==> config.mk <==
export PLATFORM = sky130hd
export DESIGN_NAME = timing_wheel_event_scheduler_unit
export DESIGN_NICKNAME = d
export VERILOG_FILES = /design/src/hw/rtl/tws_pkg.sv /design/src/hw/rtl/tws_slot_ram.sv /design/src/hw/rtl/tws_out_reg.sv /design/src/hw/rtl/tws_ctrl.sv /design/src/hw/rtl/timing_wheel_event_scheduler_unit.sv
export VERILOG_INCLUDE_DIRS = /design/src /design/src/hw/rtl
export SDC_FILE = /design/constraint.sdc
export NUM_CORES = 1
export LEC_CHECK = 0
export ABC_AREA = 1
export BUFFER_PORTS_ARGS = -buffer_cell sky130_fd_sc_hd__buf_4
export CAP_MARGIN = 20
export CELL_PAD_IN_SITES_DETAIL_PLACEMENT = 0
export CELL_PAD_IN_SITES_GLOBAL_PLACEMENT = 1
export CORE_MARGIN = 2
export CORE_UTILIZATION = 53
export CTS_CLUSTER_SIZE = 25
export DETAILED_ROUTE_END_ITERATION = 16
export GPL_TIMING_DRIVEN = 0
export HOLD_SLACK_MARGIN = 0.1
export PLACE_DENSITY_LB_ADDON = 0.1
export SLEW_MARGIN = 25
export SYNTH_ARGS = -nofsm -noshare
export SYNTH_HDL_FRONTEND = slang
export SYNTH_SLANG_ARGS = --single-unit
export TNS_END_PERCENT = 50
==> constraint.sdc <==
create_clock -name aclk -period 8.7 [get_ports aclk]
set_clock_uncertainty 0.05 [all_clocks]
set_input_delay 0 -clock aclk [delete_from_list [all_inputs] [get_ports aclk]]
set_output_delay 0 -clock aclk [all_outputs]
set_load 0.03 [all_outputs]
==> src/hw/rtl/timing_wheel_event_scheduler_unit_defines.svh <==
// Assertion macros for the timing wheel scheduler RTL.
`ifndef TIMING_WHEEL_EVENT_SCHEDULER_UNIT_DEFINES_SVH
`define TIMING_WHEEL_EVENT_SCHEDULER_UNIT_DEFINES_SVH

// The consequent must hold in the same cycle as the antecedent.
`define TWS_ASSERT_IMPL(label, clk, rstn, ante, cons) \
    label: assert property (@(posedge clk) disable iff (!(rstn)) (ante) |-> (cons)) \
        else $error("timing wheel assertion failed");

// The consequent must hold in the cycle after the antecedent.
`define TWS_ASSERT_NEXT(label, clk, rstn, ante, cons) \
    label: assert property (@(posedge clk) disable iff (!(rstn)) (ante) |=> (cons)) \
        else $error("timing wheel assertion failed");

`endif

==> src/hw/rtl/tws_pkg.sv <==
// Types, constants and helper functions of the timing wheel scheduler.
`default_nettype none

package tws_pkg;

    localparam int SLOTS    = 16;
    localparam int SLOT_W   = $clog2(SLOTS);
    localparam int CNT_W    = $clog2(SLOTS + 1);
    localparam int SLOT_DIV = 256 / SLOTS;

    localparam logic OP_INSERT = 1'b0;
    localparam logic OP_TICK   = 1'b1;

    localparam logic [1:0] KIND_INS_OK    = 2'd0;
    localparam logic [1:0] KIND_INS_FULL  = 2'd1;
    localparam logic [1:0] KIND_FIRED     = 2'd2;
    localparam logic [1:0] KIND_TICK_DONE = 2'd3;

    typedef struct packed {
        logic       opcode;
        logic [7:0] event_tag;
        logic [7:0] delay_ticks;
    } in_word_t;

    typedef struct packed {
        logic [1:0] kind;
        logic [7:0] fired_tag;
        logic       last;
    } out_word_t;

    typedef struct packed {
        logic [7:0] tag;
        logic [7:0] due;
    } entry_t;

    typedef struct packed {
        logic              rd_en;
        logic              wr_en;
        logic [SLOT_W-1:0] rd_addr;
        logic [SLOT_W-1:0] wr_addr;
        entry_t            wr_data;
    } ram_req_t;

    typedef logic [SLOT_W-1:0] home_tab_t [256];

    function automatic home_tab_t build_home_tab();
        home_tab_t tab;
        for (int i = 0; i < 256; i++) begin
            tab[i] = SLOT_W'((i / SLOT_DIV) % SLOTS);
        end
        return tab;
    endfunction

    localparam home_tab_t HOME_TAB = build_home_tab();

    function automatic logic [SLOT_W-1:0] home_of(logic [7:0] t);
        return HOME_TAB[t];
    endfunction

    function automatic logic [SLOT_W-1:0] next_slot(logic [SLOT_W-1:0] p);
        return (p == SLOT_W'(SLOTS - 1)) ? '0 : p + 1'b1;
    endfunction

endpackage

`default_nettype wire

==> src/hw/rtl/tws_slot_ram.sv <==
// Slot memory holding the tag and due time of every wheel slot.
`default_nettype none

module tws_slot_ram (
    input  logic              aclk,
    input  tws_pkg::ram_req_t req,
    output tws_pkg::entry_t   rd_data
);
    import tws_pkg::*;

    entry_t mem [SLOTS];
    entry_t rd_data_reg;

    always_ff @(posedge aclk) begin
        if (req.wr_en) begin
            mem[req.wr_addr] <= req.wr_data;
        end
        if (req.rd_en) begin
            rd_data_reg <= mem[req.rd_addr];
        end
    end

    assign rd_data = rd_data_reg;

endmodule

`default_nettype wire

==> src/hw/rtl/tws_out_reg.sv <==
// Output register that holds one result word until the consumer takes it.
`default_nettype none

module tws_out_reg (
    input  logic               aclk,
    input  logic               aresetn,
    input  logic               push,
    input  tws_pkg::out_word_t word,
    output logic               free,
    output logic               m_valid,
    input  logic               m_ready,
    output tws_pkg::out_word_t m_data
);
    import tws_pkg::*;

    logic      valid_reg;
    out_word_t data_reg;

    always_ff @(posedge aclk) begin
        if (!aresetn) begin
            valid_reg <= 1'b0;
        end else if (push) begin
            valid_reg <= 1'b1;
        end else if (m_ready) begin
            valid_reg <= 1'b0;
        end
    end

    always_ff @(posedge aclk) begin
        if (push) begin
            data_reg <= word;
        end
    end

    assign free    = !valid_reg || m_ready;
    assign m_valid = valid_reg;
    assign m_data  = data_reg;

endmodule

`default_nettype wire

==> src/hw/rtl/tws_ctrl.sv <==
// Sequencer for insert probing and the tick walk over the slot memory.
`default_nettype none
`include "timing_wheel_event_scheduler_unit_defines.svh"

module tws_ctrl (
    input  logic               aclk,
    input  logic               aresetn,
    input  logic               in_valid,
    output logic               in_ready,
    input  tws_pkg::in_word_t  in_word,
    output logic               out_push,
    output tws_pkg::out_word_t out_word,
    input  logic               out_free,
    output tws_pkg::ram_req_t  ram_req,
    input  tws_pkg::entry_t    ram_rd_data
);
    import tws_pkg::*;

    typedef enum logic [5:0] {
        ST_IDLE  = 6'b000001,
        ST_PROBE = 6'b000010,
        ST_CHK   = 6'b000100,
        ST_DATA  = 6'b001000,
        ST_SRCH  = 6'b010000,
        ST_DONE  = 6'b100000
    } state_t;

    state_t            state_reg, state_next;
    logic [7:0]        tick_reg, tick_next;
    logic [SLOT_W-1:0] pos_reg, pos_next;
    logic [SLOT_W-1:0] want_reg, want_next;
    logic [CNT_W-1:0]  cnt_reg, cnt_next;
    logic [7:0]        tag_reg, tag_next;
    logic [7:0]        due_reg, due_next;
    logic [1:0]        kind_reg, kind_next;
    logic [SLOTS-1:0]  occ_reg, occ_next;

    logic [7:0]        tick_inc;
    logic [7:0]        ins_due;
    logic [SLOT_W-1:0] rd_home;
    logic              tick_take;

    assign tick_inc  = tick_reg + 8'd1;
    assign ins_due   = tick_reg + in_word.delay_ticks;
    assign rd_home   = home_of(ram_rd_data.due);
    assign in_ready  = (state_reg == ST_IDLE);
    assign tick_take = in_valid && in_ready && (in_word.opcode == OP_TICK);

    always_comb begin
        state_next = state_reg;
        tick_next  = tick_reg;
        pos_next   = pos_reg;
        want_next  = want_reg;
        cnt_next   = cnt_reg;
        tag_next   = tag_reg;
        due_next   = due_reg;
        kind_next  = kind_reg;
        occ_next   = occ_reg;
        ram_req    = '0;
        out_push   = 1'b0;
        out_word   = '0;
        case (state_reg)
            ST_IDLE: begin
                if (in_valid) begin
                    cnt_next = '0;
                    if (in_word.opcode == OP_TICK) begin
                        tick_next  = tick_inc;
                        pos_next   = home_of(tick_inc);
                        state_next = ST_CHK;
                    end else begin
                        due_next = ins_due;
                        tag_next = in_word.event_tag;
                        pos_next = home_of(ins_due);
                        if (in_word.event_tag == 8'd0) begin
                            kind_next  = KIND_INS_FULL;
                            state_next = ST_DONE;
                        end else begin
                            state_next = ST_PROBE;
                        end
                    end
                end
            end
            ST_PROBE: begin
                if (cnt_reg == CNT_W'(SLOTS - 1)) begin
                    kind_next  = KIND_INS_FULL;
                    state_next = ST_DONE;
                end else if (!occ_reg[pos_reg]) begin
                    ram_req.wr_en       = 1'b1;
                    ram_req.wr_addr     = pos_reg;
                    ram_req.wr_data.tag = tag_reg;
                    ram_req.wr_data.due = due_reg;
                    occ_next[pos_reg]   = 1'b1;
                    kind_next           = KIND_INS_OK;
                    state_next          = ST_DONE;
                end else begin
                    pos_next = next_slot(pos_reg);
                    cnt_next = cnt_reg + 1'b1;
                end
            end
            ST_CHK: begin
                if (cnt_reg == CNT_W'(SLOTS) || !occ_reg[pos_reg]) begin
                    kind_next  = KIND_TICK_DONE;
                    state_next = ST_DONE;
                end else begin
                    ram_req.rd_en   = 1'b1;
                    ram_req.rd_addr = pos_reg;
                    state_next      = ST_DATA;
                end
            end
            ST_DATA: begin
                if (ram_rd_data.due == tick_reg) begin
                    if (out_free) begin
                        out_push           = 1'b1;
                        out_word.kind      = KIND_FIRED;
                        out_word.fired_tag = ram_rd_data.tag;
                        out_word.last      = 1'b0;
                        occ_next[pos_reg]  = 1'b0;
                        pos_next           = next_slot(pos_reg);
                        cnt_next           = cnt_reg + 1'b1;
                        state_next         = ST_CHK;
                    end
                end else if (rd_home == pos_reg) begin
                    pos_next   = next_slot(pos_reg);
                    cnt_next   = cnt_reg + 1'b1;
                    state_next = ST_CHK;
                end else begin
                    want_next  = rd_home;
                    state_next = ST_SRCH;
                end
            end
            ST_SRCH: begin
                if (want_reg == pos_reg) begin
                    kind_next  = KIND_TICK_DONE;
                    state_next = ST_DONE;
                end else if (!occ_reg[want_reg]) begin
                    ram_req.wr_en      = 1'b1;
                    ram_req.wr_addr    = want_reg;
                    ram_req.wr_data    = ram_rd_data;
                    occ_next[want_reg] = 1'b1;
                    occ_next[pos_reg]  = 1'b0;
                    pos_next           = next_slot(pos_reg);
                    cnt_next           = cnt_reg + 1'b1;
                    state_next         = ST_CHK;
                end else begin
                    want_next = next_slot(want_reg);
                end
            end
            ST_DONE: begin
                if (out_free) begin
                    out_push      = 1'b1;
                    out_word.kind = kind_reg;
                    out_word.last = 1'b1;
                    state_next    = ST_IDLE;
                end
            end
            default: begin
                state_next = ST_IDLE;
            end
        endcase
    end

    always_ff @(posedge aclk) begin
        if (!aresetn) begin
            state_reg <= ST_IDLE;
            tick_reg  <= 8'd0;
            occ_reg   <= '0;
            cnt_reg   <= '0;
        end else begin
            state_reg <= state_next;
            tick_reg  <= tick_next;
            occ_reg   <= occ_next;
            cnt_reg   <= cnt_next;
        end
    end

    always_ff @(posedge aclk) begin
        pos_reg  <= pos_next;
        want_reg <= want_next;
        tag_reg  <= tag_next;
        due_reg  <= due_next;
        kind_reg <= kind_next;
    end

    `TWS_ASSERT_IMPL(a_push_when_free, aclk, aresetn, out_push, out_free)
    `TWS_ASSERT_IMPL(a_no_rw_overlap, aclk, aresetn, ram_req.wr_en, !ram_req.rd_en)
    `TWS_ASSERT_IMPL(a_write_free_slot, aclk, aresetn, ram_req.wr_en, !occ_reg[ram_req.wr_addr])
    `TWS_ASSERT_IMPL(a_data_occupied, aclk, aresetn, state_reg == ST_DATA, occ_reg[pos_reg])
    `TWS_ASSERT_NEXT(a_tick_advance, aclk, aresetn, tick_take, tick_reg == $past(tick_reg) + 8'd1)

endmodule

`default_nettype wire

==> src/hw/rtl/timing_wheel_event_scheduler_unit.sv <==
// An insert probes one slot per cycle from the home slot of its due time until it finds a free slot.
// A tick reads each occupied slot from its home slot on, fires the entries that are due and moves
// a displaced entry to the first free slot from its home slot, stalling while the output is full.
// Throughput: one word at a time; the next word is taken once the last result is queued.
// Reset clears the occupancy flags, tick counter and control with no clearing pass;
// the slot memory contents are not reset.
`default_nettype none

module timing_wheel_event_scheduler_unit (
    input  logic               aclk,
    input  logic               aresetn,
    input  logic               s_valid,
    output logic               s_ready,
    input  tws_pkg::in_word_t  s_data,
    output logic               m_valid,
    input  logic               m_ready,
    output tws_pkg::out_word_t m_data
);
    import tws_pkg::*;

    ram_req_t  ram_req;
    entry_t    ram_rd_data;
    logic      out_push;
    logic      out_free;
    out_word_t out_word;

    tws_ctrl u_ctrl (
        .aclk        (aclk),
        .aresetn     (aresetn),
        .in_valid    (s_valid),
        .in_ready    (s_ready),
        .in_word     (s_data),
        .out_push    (out_push),
        .out_word    (out_word),
        .out_free    (out_free),
        .ram_req     (ram_req),
        .ram_rd_data (ram_rd_data)
    );

    tws_slot_ram u_ram (
        .aclk    (aclk),
        .req     (ram_req),
        .rd_data (ram_rd_data)
    );

    tws_out_reg u_out (
        .aclk    (aclk),
        .aresetn (aresetn),
        .push    (out_push),
        .word    (out_word),
        .free    (out_free),
        .m_valid (m_valid),
        .m_ready (m_ready),
        .m_data  (m_data)
    );

endmodule

`default_nettype wire
Word-level counts from Yosys, hierarchy flattened
Memories as Yosys holds them, arrays and structs flattened. A register that Yosys moved wholly into a read port is not among the register bits.
Index checks and enable logic that the tools add are counted.
{ "classes": {"bitwise": 9, "n_mul": 0, "n_reduce_logical": 20, "muxes": 94, "n_eq_ne": 33, "n_addsub": 5, "shifts": 0, "div_mod_pow": 0, "magnitude_cmp": 7} }
{ "op_table": {"columns": ["op", "n"], "rows": [
  ["two-way mux 16 bit", 6],
  ["two-way mux 4 bit", 23],
  ["two-way mux 20 bit", 4],
  ["two-way mux 6 bit", 11],
  ["case mux 16 bit (3 select lines)", 1],
  ["two-way mux 5 bit", 9],
  ["case mux 20 bit (2 select lines)", 1],
  ["case mux 6 bit (6 select lines)", 1],
  ["bitwise AND 16 bit", 2],
  ["bitwise OR 16 bit", 2],
  [">= comparator 9 bit (second input constant)", 3],
  ["inverter 8 -> 9 bit", 3],
  ["two-way mux 11 bit", 2],
  ["inequality test 2 bit (second input constant)", 10],
  ["case mux 5 bit (4 select lines)", 1],
  ["two-way mux 1 bit", 16],
  ["two-way mux 2 bit", 8],
  ["inverter 16 bit", 1],
  ["case mux 4 bit (4 select lines)", 1],
  ["AND reduction 7 bit", 2],
  ["inequality test 2 x 1 -> 1 bit (second input constant)", 6],
  ["< comparator 4 x 5 -> 1 bit (second input constant)", 2],
  ["AND reduction 5 bit", 2],
  ["AND reduction 3 bit", 3],
  ["34 further kinds", 48]
]} }
{ "totals": {"ram_bits": 256, "latchBits": 0, "n_memories": 4, "mem_bits_ro": 3072, "out_inout_bits": 13, "register_bits": 73} }
{ "mem_list": {"columns": ["name", "depth", "width", "read_ports", "rd_clocked_by_memory_dff", "write_ports", "line_no", "source"], "rows": [
  ["(name not given)", 256, 4, 1, 0, 0, "tws_pkg.sv:57", "return HOME_TAB[t];"],
  ["(name not given)", 256, 4, 1, 0, 0, "tws_pkg.sv:57", null],
  ["(name not given)", 256, 4, 1, 0, 0, "tws_pkg.sv:57", null],
  ["u_ram.mem", 16, 16, 1, 1, 1, "tws_slot_ram.sv:11", "entry_t mem [SLOTS];"]
]} }

Depth between registers and ports, before layout
Gate-level depths: netlist (run 1).
{ "depth": {"depth_word": 9, "ltp_mapped": 18} }

By module
A second synthesis (run 1) with hierarchy kept.
{ "unflattened": {"hier_cells": 1809, "hier_area_um2": 16612.2} }
{ "by_module_without_submodules": {"columns": ["mod", "area_each_um2", "instances", "cells_each"], "rows": [
  ["tws_slot_ram", 11541.1, 1, 1074],
  ["tws_ctrl", 4694.5, 1, 718],
  ["tws_out_reg", 376.6, 1, 17]
]} }

Least setup slack after synthesis (run 1)
Ideal clock, no wire load.
{ "synth_path": {"path_type": "register to register", "from": "reg u_ctrl.state_reg[3]", "to": "reg u_ctrl.due_reg[0] (enable)", "path_buffers": 0, "setup_slack_ns": 5.581, "stages_incl_launch_ff": 6, "synth_period_minus_slack_ns": 3.119, "arrival_time_ns": 2.681, "cell_sequence": "dfxtp_1 > inv_1 > nand2_1 > nor4_1 > nand2_1 > nor2_1"} }
{ "synth_via": {"elab_chain_cells": 2} }
{ "synth_rtl": {"columns": ["item", "line_no", "source"], "rows": [
  ["from (decl)", "tws_ctrl.sv:28", "state_t state_reg, state_next;"],
  ["from (signal assigned)", "tws_ctrl.sv:169", "state_reg <= state_next;"],
  ["equality test 6 x 1 -> 1 bit", null, null],
  ["net s_ready", "timing_wheel_event_scheduler_unit.sv:13", "output logic s_ready,"],
  ["AND reduction 3 bit (no source line)", null, null],
  ["to (signal assigned)", "tws_ctrl.sv:180", "due_reg <= due_next;"],
  ["to (decl)", "tws_ctrl.sv:34", "logic [7:0] due_reg, due_next;"]
]} }
The timed path passes the listed nets, and every way through them passes these cells.
A chain may end at the register's enable or synchronous reset.

Worst setup path after layout (run 1)
{ "layout_path": {"from": "reg u_ctrl.pos_reg[1]", "to": "reg u_ram.rd_data[7] (netlist name)"} }
{ "layout_via": {"elab_chain_cells": 6, "elab_cells_between_ends": 8, "classes_between": "mux (6); reduce/logical (2)"} }
{ "layout_rtl": {"columns": ["item", "line_no", "source"], "rows": [
  ["from (decl)", "tws_ctrl.sv:30", "logic [SLOT_W-1:0] pos_reg, pos_next;"],
  ["from (signal assigned)", "tws_ctrl.sv:177", "pos_reg <= pos_next;"],
  ["binary-select mux 1 bit (select 4 bit)", "tws_ctrl.sv:101", "if (cnt_reg == CNT_W'(SLOTS) || !occ_reg[pos_reg]) begin"],
  ["two-way mux 1 bit (not written as such)", "tws_ctrl.sv:101", null],
  ["logical NOT 1 bit", "tws_ctrl.sv:101", null],
  ["logical OR 1 bit", "tws_ctrl.sv:101", null],
  ["two-way mux 4 bit or two-way mux 1 bit (tied branches)", "tws_ctrl.sv:101", null],
  ["two-way mux 4 bit or two-way mux 1 bit (tied branches)", "tws_ctrl.sv:62", "case (state_reg)"]
]} }
Parallel ways exist; a longest one is shown, timed or not. The select of a mux whose other input is x is not followed.

==> results of run 1 <==
power breakdown:
| part | total, mW | leakage (nW) | internal, mW | switching [mW] |
|---|---|---|---|---|
| registers | 1.93 | 2.88 | 1.89 | 0.0360 |
| clock network | 1.64 | 0.620 | 0.979 | 0.661 |
| logic | 0.965 | 4.72 | 0.250 | 0.716 |
| total | 4.53 | 8.22 | 3.12 | 1.41 |
routing by layer:
layer | track usage (%) | part of all wire (%) | vias up
met1 | 41.6 | 40 | 6299
met3 | 5.36 | 8.3 | 118
li1 | - | - | 6239
met4 | 12.6 | 3.9 | 0
met2 | 51.4 | 47 | 550
met5 | 0 | 0 | -
cell type report:
type                            instances  area, um^2
Buffer                                 88         378
Clock buffer                           51        1060
Clock inverter                         17         201
Fill cell                            2574       11400
Inverter                              300        1130
Multi-Input combinational cell       1088        5320
Sequential cell                       345       10000
Tap cell                              396         495
Timing Repair Buffer                   78         737
cell families (layout without fill, tap and decap cells):
logic type / after synthesis / in the layout / synth area share (%)
AO/OA/AOI/OAI: 121 / 121 / 3.99
XOR/XNOR: 19 / 19 / 0.999
adder cells (fa/ha/maj): 20 / 20 / 1.55
buffers and inverters: 388 / 534 / 9.03
flip-flops: 345 / 345 / 60.1
multiplexers: 2 / 2 / 0.120
AND/OR/NAND/NOR: 926 / 926 / 24.3
per-stage QoR:
stage / utilization (%) / setup WS [ns] / power (mW)
2_1_floorplan: - / 5.58 / 2.53
3_3_place_gp: 56.6 / 3.67 / 2.85
3_5_place_dp: 57.8 / 4.86 / 2.88
4_1_cts: 62.8 / 4.84 / 4.52
5_1_grt: 62.8 / 4.61 / 4.69
6_report: 62.8 / 4.69 / 4.53
path summary, 6_finish.rpt:
kind | endpoint | slack, ns | cells past startpoint
worst max register to register | u_ram.rd_data[7]$_DFFE_PN_ | 4.69 | 14
worst max-delay path | u_ram.rd_data[7]$_DFFE_PN_ | 4.69 | 14
worst min-delay path | u_ctrl.tag_reg[5]$_DFFE_PP_ | 0.16 | 2
worst min register to register | u_ctrl.occ_reg[9]$_SDFFE_PN0P_ | 0.41 | 2
timing repair:
action | 4_1_cts | 5_1_grt
setup buffers | 0 | 0
hold buffers | 26 | 0
endpoints found under the setup margin | 0 | 0
hold endpoints to repair | 53 | 0
cell usage after synthesis, types with 4 or more instances:
cell                       instances  area [um^2]
sky130_fd_sc_hd__nand2_1         401         1510
sky130_fd_sc_hd__edfxtp_1        309         9280
sky130_fd_sc_hd__inv_1           292         1100
sky130_fd_sc_hd__nand3_1         246         1230
sky130_fd_sc_hd__nor2_1          197          739
sky130_fd_sc_hd__o21ai_0          58          290
sky130_fd_sc_hd__nand4_1          56          350
sky130_fd_sc_hd__clkbuf_1         50          188
sky130_fd_sc_hd__a21oi_1          39          195
sky130_fd_sc_hd__dfxtp_1          36          721
sky130_fd_sc_hd__buf_2            32          160
sky130_fd_sc_hd__ha_1             19          238
sky130_fd_sc_hd__xor2_1           17          149
sky130_fd_sc_hd__inv_2             7         26.3
sky130_fd_sc_hd__a31o_2            6         52.6
sky130_fd_sc_hd__nor3_1            6         30.0
sky130_fd_sc_hd__buf_1             4         15.0
sky130_fd_sc_hd__nor4_1            4         25.0
sky130_fd_sc_hd__o31ai_1           4         30.0
layout by cell type, fill, tap and decap left out, types with 4 or more instances in the layout:
cell,count
sky130_fd_sc_hd__buf_6,15
sky130_fd_sc_hd__inv_2,7
sky130_fd_sc_hd__nand2_1,401
sky130_fd_sc_hd__o31ai_1,4
sky130_fd_sc_hd__clkbuf_8,4
sky130_fd_sc_hd__xor2_1,17
sky130_fd_sc_hd__nor2_4,13
sky130_fd_sc_hd__a31o_2,6
sky130_fd_sc_hd__edfxtp_1,309
sky130_fd_sc_hd__nor2_1,180
sky130_fd_sc_hd__ha_1,19
sky130_fd_sc_hd__clkinv_2,6
sky130_fd_sc_hd__clkinv_1,5
sky130_fd_sc_hd__bufinv_16,4
sky130_fd_sc_hd__o21ai_2,16
sky130_fd_sc_hd__nand3_1,246
sky130_fd_sc_hd__inv_1,292
sky130_fd_sc_hd__buf_8,4
sky130_fd_sc_hd__nor2_2,8
sky130_fd_sc_hd__a21oi_1,39
sky130_fd_sc_hd__buf_4,35
sky130_fd_sc_hd__buf_2,32
sky130_fd_sc_hd__buf_1,4
sky130_fd_sc_hd__dfxtp_1,36
sky130_fd_sc_hd__nand4_1,56
sky130_fd_sc_hd__clkbuf_16,39
sky130_fd_sc_hd__nor3_1,6
sky130_fd_sc_hd__o21ai_0,41
sky130_fd_sc_hd__dlygate4sd3_1,26
sky130_fd_sc_hd__clkbuf_1,58
==> impl_metrics.toml, run 1 <==
[drt]
final_antenna_net_count = 0
drc = 0
route.detailed.wl_per_inst_um = 21.5
routed_wl_um = 50800
detailroute.via_count = 13200
detailedRoute.firstIterationViolations = 1500
post_drt_via_cell_ratio = 5.59
drt_pre_antenna_iters = 5

[timing]
report.final.hold_viol_count = 0
slew_headroom_pct = 31.7
fin_crit_sh_pct = 46.1
tightest_slew_ns = 1.03
setup_tns_ns = 0
rsz_0062_raised_after_global_routing = "false"
timing.final.crit_period_ns = 4.01
drv_slew = 0
fmaxAchievable_mhz = 250
setup_viol_count_final = 0
fin_hold_ws_ns = 0.157

[placed_design]
dpl.hpwl_um = 35300
total_cell_area_at_the_placement_stage_um2 = 17800
gp_congestion = 0.944
portBuffers = 33
cell_count_after_placement = 2269

[critical_path]
worstPathMaxFanout = 10
worst_path_max_delay_cell = "sky130_fd_sc_hd__clkbuf_1"
cp_top_family = "simple AND/OR/NAND/NOR gates"
critical_path.reg2reg.startpoint = "u_ctrl.pos_reg[1]$_DFFE_PP_"
cp_cell_sequence = "buf_2, inv_1, nand3_1, nand2_1, nand2_1, nand2_1, nor2_2, nor2_4, nand2_1, nor2_2, clkbuf_1, nand3_1, nand3_1, nand2_1"
critPathBufInv = 3
critical_path_arrival_ns = 4.24
worstPathRequired_ns = 8.93
critical_path.startpoint_type = "flop"
dominant_cell_type_by_count_on_the_critical_path = "sky130_fd_sc_hd__nand2_1"
critical_path.startpoint = "u_ctrl.pos_reg[1]$_DFFE_PP_"
critPathKind = "reg2reg"
timing.critical_path.slowest_cell_delay_ns = 0.69
setup_crit_end_kind = "flop"

[floorplanning]
floorplan.core_area_um2 = 30700
ioPinCount = 34
die_area_um2 = 32900
floorplan_die_width_um = 181
start_util_pct = 54.2
die_h_um = 181
placementRows = 64

[cells_and_area]
stdcell_area_um2 = 19300
drive_above_1_share_pct = 10.2
final_cells = 2363
final_net_count = 1980
syn2layout_area_growth_pct = 16.0
antennaDiodeCount = 0
largest_register_ffs = 256

[global_route]
grt.overflow.total = 0
grt_first_pass_wirelength_um = 75900
grt_max_degree = 26
grt_pass1_vias = 12700
global_route.usage.total_pct = 31.3
grt_antenna_before_repair = 1

[power_and_ir_drop]
max-vdd-ir-drop_mv = 0.155
power.leakage_nw = 8.22
cellPowerDensity_nw_per_um2 = 235

[yosys]
synthesis.area_per_instance_um2 = 9.14
synth_enable_flop_cells = 309
async_flop_share_pct = 0
postSynthCellCount = 1821
ys.warnings.count = 0
netlist_area_um2 = 16700
synth.yosys.seq_area_share_pct = 60.1
synth.distinct_cells = 44
synth_seq_cells = 345
postSynthNetCount = 1862
yosys_most_used_dff = "sky130_fd_sc_hd__edfxtp_1"

[clock_network]
clockRootBuffer = "sky130_fd_sc_hd__clkbuf_16"
clock_tree_from_tritoncts = "done"
post_cts_resize_count = 0
number_of_cts_inserted_buffers = 38
htreeDepth = 2
cts-root-to-sink-buffers = 3
clk_transition_reported_paths_ns = 0.06
cts_sinks = 345
clk-insertion-delay-late_ns = 0.54

[outcome]
status = "completed"

[hold_path]
hold_path_class = "in2reg"
worst_hold_startpoint = "s_data[13]"

[job]
timing.max_cap.violations = 0
Note: power is estimated with default switching activity, not from simulation.
==> run 2: changes to the inputs <==
- ABC_AREA: 1 -> 0
- CORE_UTILIZATION: 53 -> 47
- clock period: 8.7 -> 3.4 ns (I/O delays scaled with it)
==> impl_metrics.toml, run 2 <==
[critical_path]
worstPathRequired_ns = 3.58
critical_path_arrival_ns = 3.51
setup_crit_end_kind = "flop"
worst_path_max_delay_cell = "sky130_fd_sc_hd__or3_4"
timing.critical_path.slowest_cell_delay_ns = 0.44
worstPathMaxFanout = 10
critical_path.startpoint_type = "flop"
timing.reg2reg.worst_path_depth = 9
critPathKind = "reg2reg"
cp_cell_sequence = "clkbuf_4, and2_2, a221oi_4, a2bb2oi_4, or3_4, buf_2, a22o_1, o31ai_4, o311ai_2"

[global_route]
grt_pass1_vias = 9604
grt.overflow.total = 0
grt_first_pass_wirelength_um = 62900
grt_antenna_before_repair = 0
global_route.usage.total_pct = 26.0
grt_max_degree = 26

[cells_and_area]
antennaDiodeCount = 0
largest_register_ffs = 256
syn2layout_area_growth_pct = 21.1
layout.cells.most_common_list = "309 x sky130_fd_sc_hd__edfxtp_1, 84 x sky130_fd_sc_hd__nor2_1, 66 x sky130_fd_sc_hd__nand2_1, 63 x sky130_fd_sc_hd__buf_4, 59 x sky130_fd_sc_hd__mux2i_1"
final_cells = 1654
most_frequent_standard_cell_in_the_layout_excluding_fill_and_tap_cells = "sky130_fd_sc_hd__edfxtp_1"
final_net_count = 1267
drive_above_1_share_pct = 21.2
stdcell_area_um2 = 18200

[timing]
drv_slew = 0
report.final.hold_viol_count = 0
fmaxAchievable_mhz = 300
fin_crit_sh_pct = 98.1
setup_viol_count_final = 0
tightest_slew_ns = 0.989
timing.final.crit_period_ns = 3.34
slew_headroom_pct = 34.1
rsz_0062_raised_after_global_routing = "true"

[clock_network]
clockRootBuffer = "sky130_fd_sc_hd__clkbuf_16"
htreeDepth = 2
cts-root-to-sink-buffers = 3
clk-insertion-delay-late_ns = 0.54
number_of_cts_inserted_buffers = 38
clock_tree_from_tritoncts = "done"
cts_sinks = 345
clk_transition_reported_paths_ns = 0.06

[yosys]
yosys_most_used_dff = "sky130_fd_sc_hd__edfxtp_1"
synth.distinct_cells = 73
yosys-top-cells-count = "309 x sky130_fd_sc_hd__edfxtp_1, 104 x sky130_fd_sc_hd__nor2_1, 66 x sky130_fd_sc_hd__nand2_1, 59 x sky130_fd_sc_hd__mux2i_1"
synth.yosys.seq_area_share_pct = 66.6
postSynthCellCount = 1084
synth_top_area_cell = "sky130_fd_sc_hd__edfxtp_1"
synth.most_common_cell = "sky130_fd_sc_hd__edfxtp_1"
yosys-top-cells-area = "sky130_fd_sc_hd__edfxtp_1 62%, sky130_fd_sc_hd__dfxtp_1 4.8%, sky130_fd_sc_hd__mux2i_1 3.9%"
synth_top_area_share_pct = 61.8
synth_seq_cells = 345
netlist_area_um2 = 15000
synth_enable_flop_cells = 309
async_flop_share_pct = 0
postSynthNetCount = 1125
ys.warnings.count = 0
synthesis.area_per_instance_um2 = 13.8

[drt]
detailroute.via_count = 9952
final_antenna_net_count = 0
detailedRoute.firstIterationViolations = 989
route.detailed.wl_per_inst_um = 25.9
routed_wl_um = 42900
drt_pre_antenna_iters = 5
post_drt_via_cell_ratio = 6.02
drc = 0

[hold_path]
hold_path_depth = 2
hold_path_class = "in2reg"

[job]
timing.max_cap.violations = 0

[outcome]
status = "completed"

[placed_design]
portBuffers = 33
dpl.hpwl_um = 29500
cell_count_after_placement = 1533
total_cell_area_at_the_placement_stage_um2 = 16000
gp_congestion = 0.910

[floorplanning]
floorplan_die_width_um = 183
die_area_um2 = 33400
die_h_um = 183
floorplan.core_area_um2 = 31500
placementRows = 65
ioPinCount = 34
start_util_pct = 47.7

[power_and_ir_drop]
cellPowerDensity_nw_per_um2 = 615
power.leakage_nw = 5.92
max-vdd-ir-drop_mv = 0.528
==> run 2: cell count changes after synthesis, sizes merged, moves of 35 or more <==
cell,before,now
nand2,401,67
inv,299,22
nand3,248,9
nor2,201,104
mux2i,2,59
nand4,56,3
a22o,0,35
==> run 2: power breakdown <==
group	switching [mW]	internal [mW]
registers	0.0883	4.73
logic	1.55	0.898
clock network	1.69	2.22
==> run 2: cell type report <==
type                            count  area [um^2]
Tap cell                          402          503
Fill cell                        2549        13300
Buffer                             60          290
Multi-Input combinational cell    654         5170
Clock buffer                       45          977
Sequential cell                   345        10000
Inverter                           24         90.1
Timing Repair Buffer              103          963
Clock inverter                     21          184
==> run 2: logic make-up after synthesis <==
group | after synthesis | share of synthesized area (%)
AO/OA/AOI/OAI | 257 | 12.9
multiplexers | 82 | 6.03
adder cells (fa/ha/maj) | 20 | 1.72
XOR/XNOR | 33 | 1.93
buffers and inverters | 85 | 2.24
AND/OR/NAND/NOR | 262 | 8.58
flip-flops | 345 | 66.6
==> run 2: path summary, 6_finish.rpt <==
| check | endpoint | slack [ns] | start |
|---|---|---|---|
| worst min register to register | u_out.m_data[10]$_DFFE_PP_ | 0.47 | u_ctrl.kind_reg[1]$_DFFE_PP_ |
| worst max register to register | u_ram.rd_data[5]$_DFFE_PN_ | 0.06 | u_ctrl.pos_reg[0]$_DFFE_PP_ |
| worst max-delay path | u_ram.rd_data[5]$_DFFE_PN_ | 0.06 | u_ctrl.pos_reg[0]$_DFFE_PP_ |
| worst min-delay path | u_ctrl.tag_reg[5]$_DFFE_PP_ | 0.15 | s_data[13] |
==> run 2: per-layer routing <==
layer	wire [um]	global-route usage [%]
met1	18100	35.0
met2	20900	43.4
met3	2170	2.91
met4	1710	10.6
met5	0	0
==> run 2: per-stage QoR <==
stage / hold slack, ns / TNS, ns / setup slack [ns] / power [mW] / utilization, %
2_1_floorplan: 0.0489 / -4.78 / -0.0510 / 6.34 / -
3_3_place_gp: 0.140 / -395.08 / -1.53 / 7.08 / 50.1
3_5_place_dp: 0.140 / -236.75 / -0.896 / 7.10 / 50.8
4_1_cts: 0.136 / 0 / 0.00165 / 11.1 / 57.0
5_1_grt: 0.144 / -0.371 / -0.0385 / 11.6 / 57.8
6_report: 0.147 / 0 / 0.0639 / 11.2 / 57.8
==> run 2: critical path: cells and delay by family (launching register included) <==
kind | cells | cell delay [ns]
AOI/OAI and AO/OA | 5 | 1.36
and+or+nand+nor | 2 | 0.76
DFF | 1 | 0.42
buffers and inverters | 2 | 0.44
==> run 2: timing repair <==
item,CTS,global route
resized for setup,80,27
hold buffers,22,0
endpoints found under the hold margin,39,0
buffers inserted,16,18
pin swaps,13,11
endpoints found under the setup margin,532,392
